**config.mk**
```make
export PLATFORM = sky130hd
export DESIGN_NAME = fp32_subtract
export DESIGN_NICKNAME = d
export VERILOG_FILES = /design/src/rtl/fps_pkg.sv /design/src/rtl/fps_unpack.sv /design/src/rtl/fps_addsub.sv /design/src/rtl/fps_norm.sv /design/src/rtl/fps_round.sv /design/src/rtl/fp32_subtract.sv
export SDC_FILE = /design/constraint.sdc
export NUM_CORES = 1
export LEC_CHECK = 0
export BUFFER_PORTS_ARGS = -buffer_cell sky130_fd_sc_hd__buf_2
export CAP_MARGIN = 20
export CORE_ASPECT_RATIO = 0.5
export CORE_MARGIN = 2
export CORE_UTILIZATION = 45
export CTS_BUF_LIST = sky130_fd_sc_hd__clkbuf_16
export CTS_CLUSTER_DIAMETER = 120
export DETAILED_ROUTE_END_ITERATION = 6
export GPL_ROUTABILITY_DRIVEN = 0
export PLACE_DENSITY = 0.66
export SYNTH_ARGS = -nofsm -noshare
export SYNTH_HDL_FRONTEND = slang
export SYNTH_SLANG_ARGS = --single-unit
```
**constraint.sdc**
```tcl
create_clock -name clk_i -period 5.8 [get_ports clk_i]
set_clock_uncertainty 0.1 [all_clocks]
set_input_delay 0 -clock clk_i [delete_from_list [all_inputs] [get_ports clk_i]]
set_output_delay 0 -clock clk_i [all_outputs]
set_load 0.02 [all_outputs]
```
**src/rtl/fps_pkg.sv**
```systemverilog
// Shared types, constants and functions of the single-precision subtractor.
package fps_pkg;

  localparam logic [7:0] ExpMax = 8'hFF;
  localparam logic [4:0] ShiftMax = 5'd31;

  typedef struct packed {
    logic        special;
    logic [31:0] special_y;
    logic        sa;
    logic        sb;
    logic        sbig;
    logic [7:0]  ebig;
    logic [23:0] mbig;
    logic [23:0] msml;
    logic [4:0]  sh;
  } align_t;

  typedef struct packed {
    logic        special;
    logic [31:0] special_y;
    logic        sa;
    logic        sb;
    logic        sbig;
    logic [7:0]  enorm;
    logic [25:0] mnorm;
    logic        sticky;
    logic        ovf1;
  } norm_t;

  typedef struct packed {
    logic        special;
    logic [31:0] special_y;
    logic        sa;
    logic        sb;
    logic        sbig;
    logic [26:0] mfin;
    logic [7:0]  efin;
    logic        sticky;
    logic        ovf1;
  } rnd_t;

  function automatic logic [4:0] lead_zeros26(input logic [25:0] v);
    logic [4:0] n;
    logic       found;
    n = 5'd26;
    found = 1'b0;
    for (int i = 25; i >= 0; i--) begin
      if (v[i] && !found) begin
        n = 5'(25 - i);
        found = 1'b1;
      end
    end
    return n;
  endfunction

endpackage

```
**src/rtl/fps_unpack.sv**
```systemverilog
// Stage one: operand decode, special values, operand swap and shift distance.
module fps_unpack import fps_pkg::*; (
  input  logic [31:0] operand_a_i,
  input  logic [31:0] operand_b_i,
  output align_t      align_o
);
  logic [22:0] fa, fb;
  logic [7:0]  ea, eb, xa_e, xb_e, exp_diff;
  logic        sa, sb, nza, nzb, bsel;
  logic [23:0] ma, mb;

  always_comb begin
    fa = operand_a_i[22:0];
    fb = operand_b_i[22:0];
    ea = operand_a_i[30:23];
    eb = operand_b_i[30:23];
    sa = operand_a_i[31];
    sb = ~operand_b_i[31];
    ma = {(ea != 8'd0), fa};
    mb = {(eb != 8'd0), fb};
    xa_e = (ea != 8'd0) ? ea : 8'd1;
    xb_e = (eb != 8'd0) ? eb : 8'd1;
    nza = (fa != 23'd0);
    nzb = (fb != 23'd0);
    if (xa_e > xb_e) begin
      bsel = 1'b0;
      exp_diff = xa_e - xb_e;
    end else begin
      bsel = 1'b1;
      exp_diff = xb_e - xa_e;
    end
    align_o.sh = (exp_diff > 8'(ShiftMax)) ? ShiftMax : exp_diff[4:0];
    if (align_o.sh == 5'd0) bsel = (ma > mb) ? 1'b0 : 1'b1;
    align_o.mbig = bsel ? mb : ma;
    align_o.msml = bsel ? ma : mb;
    align_o.ebig = bsel ? xb_e : xa_e;
    align_o.sbig = bsel ? sb : sa;
    align_o.sa = sa;
    align_o.sb = sb;
    align_o.special = 1'b1;
    if (ea == ExpMax && eb != ExpMax)
      align_o.special_y = {sa, ExpMax, nza, fa[21:0]};
    else if (eb == ExpMax && ea != ExpMax)
      align_o.special_y = {sb, ExpMax, nzb, fb[21:0]};
    else if (ea == ExpMax && nza)
      align_o.special_y = {sa, ExpMax, 1'b1, fa[21:0]};
    else if (ea == ExpMax && nzb)
      align_o.special_y = {sb, ExpMax, 1'b1, fb[21:0]};
    else if (ea == ExpMax && sa == sb)
      align_o.special_y = {sa, ExpMax, 23'd0};
    else if (ea == ExpMax)
      align_o.special_y = {1'b1, ExpMax, 1'b1, 22'd0};
    else begin
      align_o.special_y = 32'd0;
      align_o.special = 1'b0;
    end
  end
endmodule

```
**src/rtl/fps_addsub.sv**
```systemverilog
// Stage two: alignment shift with sticky, significand add or subtract, carry fix.
module fps_addsub import fps_pkg::*; (
  input  align_t align_i,
  output norm_t  norm_o
);
  logic [54:0] wide;
  logic [26:0] aligned, sum;
  logic [7:0]  ebump;
  logic        sticky;

  always_comb begin
    wide = {align_i.msml, 31'd0} >> align_i.sh;
    sticky = (wide[28:0] != 29'd0);
    aligned = {1'b0, wide[54:29]};
    if (align_i.sa == align_i.sb) sum = {1'b0, align_i.mbig, 2'b00} + aligned;
    else sum = {1'b0, align_i.mbig, 2'b00} - aligned;
    ebump = align_i.ebig + 8'd1;
    norm_o.special = align_i.special;
    norm_o.special_y = align_i.special_y;
    norm_o.sa = align_i.sa;
    norm_o.sb = align_i.sb;
    norm_o.sbig = align_i.sbig;
    norm_o.ovf1 = 1'b0;
    if (sum[26]) begin
      if (ebump == ExpMax) begin
        norm_o.enorm = ExpMax;
        norm_o.mnorm = 26'h2000000;
        norm_o.ovf1 = 1'b1;
        norm_o.sticky = 1'b0;
      end else begin
        norm_o.enorm = ebump;
        norm_o.mnorm = sum[26:1];
        norm_o.sticky = sticky | sum[0];
      end
    end else begin
      norm_o.enorm = align_i.ebig;
      norm_o.mnorm = sum[25:0];
      norm_o.sticky = sticky;
    end
  end
endmodule

```
**src/rtl/fps_norm.sv**
```systemverilog
// Stage three: leading-zero count and normalizing shift.
module fps_norm import fps_pkg::*; (
  input  norm_t norm_i,
  output rnd_t  rnd_o
);
  logic [4:0]  lz, sh;
  logic [9:0]  eshift;

  always_comb begin
    lz = lead_zeros26(norm_i.mnorm);
    eshift = {2'b00, norm_i.enorm} - {5'd0, lz};
    sh = norm_i.enorm[4:0] - 5'd1;
    rnd_o.special = norm_i.special;
    rnd_o.special_y = norm_i.special_y;
    rnd_o.sa = norm_i.sa;
    rnd_o.sb = norm_i.sb;
    rnd_o.sbig = norm_i.sbig;
    rnd_o.sticky = norm_i.sticky;
    rnd_o.ovf1 = norm_i.ovf1;
    if (!eshift[9] && eshift != 10'd0) begin
      rnd_o.mfin = {1'b0, norm_i.mnorm} << lz;
      rnd_o.efin = eshift[7:0];
    end else begin
      rnd_o.mfin = {1'b0, norm_i.mnorm} << sh;
      rnd_o.efin = 8'd0;
    end
  end
endmodule

```
**src/rtl/fps_round.sv**
```systemverilog
// Stage four: round to nearest even, exponent fix-up and result packing.
module fps_round import fps_pkg::*; (
  input  rnd_t        rnd_i,
  output logic [31:0] difference_o,
  output logic        overflow_o
);
  logic        g, r, lsb, up, sy, ovf2;
  logic [24:0] mrnd;
  logic [7:0]  einc, ey;
  logic [22:0] my;

  always_comb begin
    r = rnd_i.mfin[0];
    g = rnd_i.mfin[1];
    lsb = rnd_i.mfin[2];
    up = (g && !r && !rnd_i.sticky && lsb) ||
         (g && !r && rnd_i.sa == rnd_i.sb && rnd_i.sticky) || (g && r);
    mrnd = rnd_i.mfin[26:2] + {24'd0, up};
    einc = rnd_i.efin + 8'd1;
    ovf2 = 1'b0;
    if (mrnd[24]) begin
      ey = einc;
      my = 23'd0;
      ovf2 = (einc == ExpMax);
    end else if (mrnd[23:0] == 24'd0) begin
      ey = 8'd0;
      my = 23'd0;
    end else begin
      ey = (rnd_i.efin == 8'd0 && mrnd[23]) ? 8'd1 : rnd_i.efin;
      my = mrnd[22:0];
    end
    sy = (ey == 8'd0 && my == 23'd0) ? (rnd_i.sa & rnd_i.sb) : rnd_i.sbig;
    if (rnd_i.special) begin
      difference_o = rnd_i.special_y;
      overflow_o = 1'b0;
    end else begin
      difference_o = {sy, ey, my};
      overflow_o = rnd_i.ovf1 | ovf2;
    end
  end
endmodule

```
**src/rtl/fp32_subtract.sv**
```systemverilog
// Top level of the pipelined single-precision subtractor (a minus b).
//   Channel  Handshake          Payload
//   input    in_valid/in_ready  operand_a_i, operand_b_i
//   output   out_valid/out_ready difference_o, overflow_o
// One beat enters per cycle while no stall holds the pipeline.
// The stages are decode, align and add, normalize, round, each registered.
// A stage advances when it is empty or the stage after it moves; a stall holds
// full stages up to a gap and loses nothing. Reset clears the valid bits only.
module fp32_subtract import fps_pkg::*; (
  input  logic        clk_i,
  input  logic        rst_ni,
  input  logic        in_valid_i,
  output logic        in_ready_o,
  input  logic [31:0] operand_a_i,
  input  logic [31:0] operand_b_i,
  output logic        out_valid_o,
  input  logic        out_ready_i,
  output logic [31:0] difference_o,
  output logic        overflow_o
);
  align_t      align_d, align_q;
  norm_t       norm_d, norm_q;
  rnd_t        rnd_d, rnd_q;
  logic [31:0] diff_d, diff_q;
  logic        ovf_d, ovf_q;
  logic        v1_q, v2_q, v3_q, v4_q;
  logic        en1, en2, en3, en4;

  fps_unpack u_unpack (.operand_a_i, .operand_b_i, .align_o(align_d));
  fps_addsub u_addsub (.align_i(align_q), .norm_o(norm_d));
  fps_norm   u_norm   (.norm_i(norm_q), .rnd_o(rnd_d));
  fps_round  u_round  (.rnd_i(rnd_q), .difference_o(diff_d), .overflow_o(ovf_d));

  assign en4 = !v4_q || out_ready_i;
  assign en3 = !v3_q || en4;
  assign en2 = !v2_q || en3;
  assign en1 = !v1_q || en2;
  assign in_ready_o = en1;

  always_ff @(posedge clk_i or negedge rst_ni) begin
    if (!rst_ni) begin
      v1_q <= 1'b0;
      v2_q <= 1'b0;
      v3_q <= 1'b0;
      v4_q <= 1'b0;
    end else begin
      if (en1) v1_q <= in_valid_i;
      if (en2) v2_q <= v1_q;
      if (en3) v3_q <= v2_q;
      if (en4) v4_q <= v3_q;
    end
  end

  always_ff @(posedge clk_i) begin
    if (en1) align_q <= align_d;
    if (en2) norm_q <= norm_d;
    if (en3) rnd_q <= rnd_d;
    if (en4) begin
      diff_q <= diff_d;
      ovf_q <= ovf_d;
    end
  end

  assign out_valid_o = v4_q;
  assign difference_o = diff_q;
  assign overflow_o = ovf_q;

  a_hold: assert property (@(posedge clk_i) disable iff (!rst_ni)
    out_valid_o && !out_ready_i |=> out_valid_o && $stable(difference_o))
    else $error("stalled result changed");
  a_ready: assert property (@(posedge clk_i) disable iff (!rst_ni)
    !out_valid_o |-> in_ready_o)
    else $error("pipeline blocked with empty output");
  a_ovf: assert property (@(posedge clk_i) disable iff (!rst_ni)
    out_valid_o && overflow_o |-> difference_o[30:23] == ExpMax && difference_o[22:0] == 23'd0)
    else $error("overflow without infinity");
endmodule
```
==> results of run 1 <==
[Yosys cell counts, types with 5 or more instances]
cell type	n
sky130_fd_sc_hd__o221ai_1	8
sky130_fd_sc_hd__o21ai_0	108
sky130_fd_sc_hd__xnor2_1	48
sky130_fd_sc_hd__a31oi_1	12
sky130_fd_sc_hd__a21oi_1	121
sky130_fd_sc_hd__buf_1	12
sky130_fd_sc_hd__nand2b_1	27
sky130_fd_sc_hd__a21o_1	22
sky130_fd_sc_hd__a211o_1	6
sky130_fd_sc_hd__a2111oi_0	5
sky130_fd_sc_hd__buf_2	19
sky130_fd_sc_hd__nand3_1	63
sky130_fd_sc_hd__and3_1	16
sky130_fd_sc_hd__o22a_1	14
sky130_fd_sc_hd__a211oi_1	31
sky130_fd_sc_hd__mux2_2	85
sky130_fd_sc_hd__nand2_1	145
sky130_fd_sc_hd__o21a_1	7
sky130_fd_sc_hd__nor2_1	143
sky130_fd_sc_hd__nor2b_1	16
sky130_fd_sc_hd__clkbuf_1	69
sky130_fd_sc_hd__nor4_1	28
sky130_fd_sc_hd__a22o_1	24
sky130_fd_sc_hd__edfxtp_1	251
sky130_fd_sc_hd__mux4_2	5
sky130_fd_sc_hd__ha_1	101
sky130_fd_sc_hd__nand4b_1	7
sky130_fd_sc_hd__buf_4	5
sky130_fd_sc_hd__mux2i_1	74
sky130_fd_sc_hd__o21bai_1	9
sky130_fd_sc_hd__or2_2	24
sky130_fd_sc_hd__nor3_1	40
sky130_fd_sc_hd__and2_1	12
sky130_fd_sc_hd__nand4_1	31
sky130_fd_sc_hd__or4_1	12
sky130_fd_sc_hd__a22oi_1	5
sky130_fd_sc_hd__xor2_1	28
sky130_fd_sc_hd__or3_1	11
sky130_fd_sc_hd__o31ai_1	29
sky130_fd_sc_hd__o211ai_1	15
sky130_fd_sc_hd__o22ai_1	25
sky130_fd_sc_hd__inv_1	110
sky130_fd_sc_hd__and4_1	6
[flip-flops by register name, indices dropped and copies added (netlist names)]
| name | cells |
|---|---|
| v2_q | 1 |
| norm_q | 64 |
| overflow_o | 1 |
| v3_q | 1 |
| align_q | 89 |
| v1_q | 1 |
| difference_o | 32 |
| out_valid_o | 1 |
| rnd_q | 65 |
[cells by family (layout without fill, tap and decap cells)]
group | Yosys count | count (layout) | share of synthesized area (%)
adder cells (fa/ha/maj) | 105 | 105 | 7.15
buffers and inverters | 219 | 401 | 4.80
AO/OA/AOI/OAI | 500 | 500 | 17.7
other | 0 | 1 | 0
XOR/XNOR | 76 | 76 | 3.54
flip-flops | 255 | 255 | 40.6
AND/OR/NAND/NOR | 609 | 611 | 16.5
multiplexers | 165 | 165 | 9.69
[routing by layer]
layer  vias up  wire length [um]  GRT usage, %
li1       7583                 -             -
met1      7672             24000          34.2
met2       768             24400          39.0
met3       189              4220          2.87
met4         0              2080          7.90
met5         -                 0             0
[critical path, cell delays in order]
cell	delay (ps)
sky130_fd_sc_hd__buf_2	140
sky130_fd_sc_hd__dlygate4sd3_1	550
sky130_fd_sc_hd__or4_1	530
sky130_fd_sc_hd__nor2_2	200
sky130_fd_sc_hd__nor2_1	110
sky130_fd_sc_hd__inv_1	70
sky130_fd_sc_hd__ha_1	160
sky130_fd_sc_hd__inv_1	50
sky130_fd_sc_hd__fa_1	410
sky130_fd_sc_hd__a21o_1	190
sky130_fd_sc_hd__a21oi_1	230
sky130_fd_sc_hd__o221a_2	290
sky130_fd_sc_hd__nor2_2	140
sky130_fd_sc_hd__mux2_2	340
sky130_fd_sc_hd__o311ai_4	290
sky130_fd_sc_hd__nor4_1	90
sky130_fd_sc_hd__a211oi_1	270
sky130_fd_sc_hd__nand3_1	190
sky130_fd_sc_hd__mux2i_4	230
sky130_fd_sc_hd__buf_12	240
sky130_fd_sc_hd__mux2_2	360
sky130_fd_sc_hd__dlygate4sd3_1	570
[report_power, final]
group          internal (W)  switching [W]  total (W)
Combinational       0.00124        0.00181    0.00305
Clock              0.000860       0.000755    0.00161
Sequential          0.00263       0.000526    0.00316
[cells in the final DEF (no fill, tap or decap), types with 12 or more instances in the layout]
cell	Yosys	final
sky130_fd_sc_hd__a211oi_1	31	29
sky130_fd_sc_hd__a21o_1	22	22
sky130_fd_sc_hd__a21oi_1	121	121
sky130_fd_sc_hd__a22o_1	24	24
sky130_fd_sc_hd__a31oi_1	12	12
sky130_fd_sc_hd__and2_1	12	12
sky130_fd_sc_hd__and3_1	16	16
sky130_fd_sc_hd__buf_2	19	102
sky130_fd_sc_hd__buf_4	5	42
sky130_fd_sc_hd__clkbuf_16	0	26
sky130_fd_sc_hd__dlygate4sd3_1	0	96
sky130_fd_sc_hd__edfxtp_1	251	251
sky130_fd_sc_hd__ha_1	101	101
sky130_fd_sc_hd__inv_1	110	111
sky130_fd_sc_hd__mux2_2	85	85
sky130_fd_sc_hd__mux2i_1	74	72
sky130_fd_sc_hd__nand2_1	145	144
sky130_fd_sc_hd__nand2b_1	27	27
sky130_fd_sc_hd__nand3_1	63	62
sky130_fd_sc_hd__nand4_1	31	31
sky130_fd_sc_hd__nor2_1	143	141
sky130_fd_sc_hd__nor2b_1	16	16
sky130_fd_sc_hd__nor3_1	40	40
sky130_fd_sc_hd__nor4_1	28	26
sky130_fd_sc_hd__o211ai_1	15	15
sky130_fd_sc_hd__o21ai_0	108	107
sky130_fd_sc_hd__o22a_1	14	14
sky130_fd_sc_hd__o22ai_1	25	25
sky130_fd_sc_hd__o31ai_1	29	29
sky130_fd_sc_hd__or2_2	24	24
sky130_fd_sc_hd__or4_1	12	12
sky130_fd_sc_hd__xnor2_1	48	47
sky130_fd_sc_hd__xor2_1	28	27
[final timing paths]
check | from | to | cells past startpoint
worst max-delay path | operand_b_i[24] | align_q[50] | 22
worst min-delay path | operand_b_i[29] | align_q[52] | 5
worst max register to register | align_q[1] | norm_q[35] | 19
worst min register to register | align_q[67] | norm_q[42] | 0
max in group asynchronous | rst_ni | v2_q | 3
min in group asynchronous | rst_ni | v3_q | 3
[layout make-up]
class                   count  area, um2
diodes                      1       2.50
clock buffers              25        626
clock inverters            20        195
fillers                  3508      18900
inverters                 110        413
multi-input cells        1457      10400
flip-flops and latches    255       7640
well taps                 540        676
repair buffers            246       1910
[what timing repair did]
item / 4_1_cts / 5_1_grt
setup endpoints to repair: 0 / 53
endpoints found under the hold margin: 99 / 1
hold buffers: 95 / 1
setup buffers: 0 / 6
resized for setup: 0 / 18
[stage by stage]
stage | power, W | setup slack [ps] | std cells | hold slack (ps) | instance area [um2]
4_1_cts | 0.00772 | 12.5 | 2643 | 5.00 | 21700
6_report | 0.00783 | 306 | 2654 | 0.392 | 21900
2_1_floorplan | 0.00509 | 53.4 | 1929 | -396 | 18800
3_3_place_gp | 0.00601 | 29.3 | 2503 | -294 | 19900
5_1_grt | 0.00823 | 0.543 | 2654 | 25.8 | 21900
3_5_place_dp | 0.00603 | 35.9 | 2503 | -288 | 19900
==> impl_metrics.json, run 1 <==
{
  "timing.max_slew.rel_slack_pct": 40.5,
  "cts.clk_slew.worst_paths_ps": 70,
  "irDropWorstVdd_mv": 0.188,
  "synth-async-reset-ratio_pct": 1.57,
  "path_class": "input port to flip-flop",
  "die_h_um": 149,
  "cts_h_tree_depth": 1,
  "worst_pin_slew_ps": 882,
  "synth.net_count": 2102,
  "i_o_pin_total": 103,
  "worst_setup_path_end_kind": "flip-flop",
  "route.detailed.drc": 0,
  "clock_tree_from_tritoncts": "built",
  "ant_nets": 0,
  "core_region_um2": 40800,
  "firstDrtPassIters": 6,
  "critPathRequiredTime_ps": 5990,
  "timing.hold.worst.class": "input port to flip-flop",
  "grt_overflow_total": 0,
  "finalCritPeriodShare_pct": 94.7,
  "postSynthRegisterBits": 255,
  "dieArea_um2": 43500,
  "synthesis.area_per_instance_um2": 9.75,
  "synth_sequential_area_ratio_pct": 40.6,
  "setup_viol": 0,
  "cts_sinks": 255,
  "clock.fmax_ghz": 0.182,
  "layout_min_cycle_time_ps": 5490,
  "die_width_um": 293,
  "overall_global_routing_resource_usage_pct": 24.2,
  "viasPerCell": 6.11,
  "cellLeakagePower_nw": 8.81,
  "number_of_global_route_vias_before_repair": 15000,
  "maximum_number_of_pins_on_one_net_before_global_route_repair": 67,
  "layout.nets": 2268,
  "start_util_pct": 46.1,
  "port_buffers": 102,
  "final_hold_viol_count": 0,
  "finalMaxSlewViolations": 0,
  "synthCells": 1929,
  "clk_latency_ps": 560,
  "drt_wl_total_um": 54700,
  "drt_iter0_markers": 1838,
  "netlist.area_leader.share_pct": 40.1,
  "synth-edff-count": 251,
  "grt_first_pass_wirelength_um": 83000,
  "clockRootBuffer": "sky130_fd_sc_hd__clkbuf_16",
  "num_cts_buffers": 25,
  "status": "finished clean",
  "synthToLayoutAreaGrowth_pct": 16.3,
  "fp-row-count": 52,
  "layout.core_utilization_pct": 53.6,
  "unrepaired_setup_endpoints_after_global_routing": "false",
  "antenna_found_initial": 1,
  "ff2ff_setup_slack_ps": 310,
  "netlist.top_cell.by_area": "sky130_fd_sc_hd__edfxtp_1",
  "drive_above_1_share_pct": 16.4,
  "netlist_area_um2": 18800,
  "max-cap-violations": 0,
  "startpoint_type": "input port",
  "clk_path_buf_depth": 3,
  "cp_max_fo": 29,
  "most_common_flop_cell_mapped_by_yosys": "sky130_fd_sc_hd__edfxtp_1",
  "finalSetupTns_ps": 0,
  "critPathArrivalTime_ps": 5680,
  "synth.top_cells.by_area": "sky130_fd_sc_hd__edfxtp_1, sky130_fd_sc_hd__ha_1, sky130_fd_sc_hd__mux2_2, sky130_fd_sc_hd__mux2i_1, sky130_fd_sc_hd__a21oi_1",
  "yosys.cell_types.count": 96,
  "ys.warnings.count": 0,
  "power.density_nw_per_um2": 358,
  "via_count": 16200,
  "hpwl_um": 39800,
  "post_drt_wl_per_cell_um": 20.6
}
No activity file was read; power rests on OpenSTA's default activity.
==> inputs of run 2 (changes only) <==
ABC_AREA = 1   (was unset)
==> run 2 against run 1 <==
Combinational power increased by 21%. Highest routed layer is now met5. Largest power group is now combinational logic. Synthesized cell count increased by 13%. Register-to-register slack improved by 70 ps. Worst setup slack improved by 67 ps. Critical endpoint is now rnd_q[35]. Area after synthesis decreased by 5.2%. Clock-buffer cell count unchanged. Fmax increased by 1.2%. Sequential share of layout area increased by 1.4 points. Via count about the same. Die area decreased by 5.1%. Non-clock buffer count increased by 24.
==> impl_metrics.json, run 2 <==
{
  "grt_overflow_total": 0,
  "start_util_pct": 45.7,
  "overall_global_routing_resource_usage_pct": 23.5,
  "firstDrtPassIters": 6,
  "ff2ff_setup_slack_ps": 370,
  "drive_above_1_share_pct": 12.8,
  "antenna_found_initial": 2,
  "hold_end": "align_q[2]",
  "most_common_flop_cell_mapped_by_yosys": "sky130_fd_sc_hd__edfxtp_1",
  "cts_h_tree_depth": 1,
  "diodes": 0,
  "hpwl_um": 36800,
  "netlist.top_cell.by_area": "sky130_fd_sc_hd__edfxtp_1",
  "worst_pin_slew_ps": 967,
  "max-cap-violations": 0,
  "min_from": "operand_b_i[25]",
  "most_common_cell_after_layout_fill_and_taps_aside": "sky130_fd_sc_hd__nand2_1",
  "dp.cells": 2748,
  "route.detailed.drc": 0,
  "finalCritPeriodShare_pct": 93.6,
  "num_cts_buffers": 25,
  "clk_path_buf_depth": 3,
  "critPathRequiredTime_ps": 5990,
  "synth.top_cells.by_area": "sky130_fd_sc_hd__edfxtp_1, sky130_fd_sc_hd__nand2_1, sky130_fd_sc_hd__ha_1, sky130_fd_sc_hd__nand3_1, sky130_fd_sc_hd__inv_1",
  "cts_sinks": 255,
  "dieArea_um2": 41300,
  "totalPowerFinal_w": 0.00841,
  "layout.nets": 2554,
  "timing.max_slew.rel_slack_pct": 35.4,
  "synth-async-reset-ratio_pct": 1.57,
  "die_width_um": 286,
  "worst_r2r_startpoint": "norm_q[26]",
  "post_drt_wl_per_cell_um": 17.4,
  "r2r.worst_path.cells": 37,
  "setup_viol": 0,
  "number_of_global_route_vias_before_repair": 14400,
  "irDropWorstVdd_mv": 0.176,
  "netlist.area_leader.share_pct": 42.3,
  "critPathArrivalTime_ps": 5620,
  "cpMostUsedCell": "sky130_fd_sc_hd__nand2_1",
  "cellLeakagePower_nw": 9.42,
  "synthMostInstantiatedCell": "sky130_fd_sc_hd__nand2_1",
  "crit_slowest_cell": "sky130_fd_sc_hd__edfxtp_1",
  "clockRootBuffer": "sky130_fd_sc_hd__clkbuf_16",
  "final_hold_viol_count": 0,
  "max_stage_delay_ps": 460,
  "layout.cells.most_common_list": "sky130_fd_sc_hd__nand2_1, sky130_fd_sc_hd__edfxtp_1, sky130_fd_sc_hd__inv_1",
  "hold_path_depth": 4,
  "postSynthRegisterBits": 255,
  "core_region_um2": 39000,
  "cp_max_fo": 12,
  "largestRegisters": "align_q: 89 flops, rnd_q: 65 flops, norm_q: 64 flops",
  "post_layout_nonfiller_instances": 2928,
  "synth.net_count": 2348,
  "path_class": "flip-flop to flip-flop",
  "layout_min_cycle_time_ps": 5430,
  "grt_first_pass_wirelength_um": 77300,
  "viasPerCell": 5.54,
  "drt_iter0_markers": 1748,
  "worst_setup_path_end_kind": "flip-flop",
  "power.density_nw_per_um2": 400,
  "final.fill_count": 3499,
  "netlist_top_cells_count": "sky130_fd_sc_hd__nand2_1, sky130_fd_sc_hd__edfxtp_1, sky130_fd_sc_hd__inv_1",
  "ys.warnings.count": 0,
  "ant_nets": 0,
  "cts.clk_slew.worst_paths_ps": 70,
  "synth_sequential_area_ratio_pct": 42.8,
  "i_o_pin_total": 103,
  "synth-edff-count": 251,
  "netlist_area_um2": 17800,
  "synthesis.area_per_instance_um2": 8.20,
  "yosys.cell_types.count": 63,
  "port_buffers": 102,
  "clock_tree_from_tritoncts": "built",
  "maximum_number_of_pins_on_one_net_before_global_route_repair": 67,
  "timing.hold.worst.class": "input port to flip-flop",
  "clock.fmax_ghz": 0.184,
  "rr_endpoint": "rnd_q[35]",
  "clk_latency_ps": 550,
  "drt_wl_total_um": 50800,
  "via_count": 16200,
  "finalMaxSlewViolations": 0,
  "largest_reg_flops": 89,
  "die_h_um": 145,
  "startpoint_type": "flip-flop",
  "synthToLayoutAreaGrowth_pct": 17.9,
  "fp-row-count": 51,
  "largest-register": "align_q",
  "status": "finished clean",
  "synthCells": 2175
}
==> run 2: what timing repair did <==
item                       4_1_cts  5_1_grt
resized for setup                0       41
hold endpoints to repair        90        0
setup endpoints to repair        0       95
hold buffers                    97        0
setup buffers                    0       32
==> run 2: where the power goes <==
group	switching [W]	total (W)	internal, W
sequential	0.000368	0.00307	0.00270
combinational	0.00241	0.00369	0.00129
clock	0.000718	0.00164	0.000925
==> run 2: per-stage QoR <==
step	hold WS (ps)	instance area [um2]	TNS, ps	setup WS [ps]	utilization [%]
after global routing	51.5	21000	-82.8	-29.0	53.9
after detailed placement	-287	18800	0	56.1	48.2
final	25.1	21000	0	374	53.9
after floorplan	-396	17800	0	338	-
after global placement	-292	18800	0	238	48.2
after CTS	1.01	20600	0	10.5	52.8
==> run 2: final cells by class <==
cell class	instances	area (um2)	area share [%]
flip-flops and latches	255	7640	36.3
inverters	245	930	4.42
clock inverters	19	185	0.881
well taps	530	663	3.16
repair inverters	1	7.51	0.0357
clock buffers	25	626	2.98
multi-input cells	1583	8910	42.4
repair buffers	270	2060	9.80
==> run 2: kinds of logic (layout without fill, tap and decap cells) <==
group | Yosys count | in the layout | synth area share [%]
DFF | 255 | 255 | 42.8
buffers and inverters | 343 | 560 | 8.05
xor gates and xnor gates | 61 | 61 | 3.00
AOI/OAI and AO/OA | 369 | 371 | 11.8
and+or+nand+nor | 1034 | 1038 | 26.3
adders and majority gates | 105 | 105 | 7.54
muxes | 8 | 8 | 0.449
==> run 2: critical path: cells and delay by family (launching register included) <==
kind	cells	cell delay, ps
flops	1	460
fa+ha+maj	1	430
compound gates	2	270
simple gates	30	3410
buf+inv	4	500
==> run 2: worst max path at each step <==
stage | endpoint | cells past startpoint | from | slack [ps]
global route | norm_q[25] | 37 | align_q[0] | -30
CTS | rnd_q[22] | 34 | norm_q[27] | 10
floorplan | align_q[0] | 7 | out_valid_o | 340
finish | rnd_q[35] | 37 | norm_q[26] | 370
detailed placement | rnd_q[22] | 34 | norm_q[27] | 60
global placement | rnd_q[22] | 34 | norm_q[27] | 240
==> run 2: routing by layer <==
| layer | up-vias | global-route usage, % | wire (um) |
|---|---|---|---|
| met2 | 757 | 36.4 | 21800 |
| met1 | 7374 | 33.5 | 22800 |
| li1 | 7911 | - | - |
| met5 | - | 0 | 26 |
| met4 | 4 | 7.16 | 1940 |
| met3 | 169 | 4.39 | 4330 |
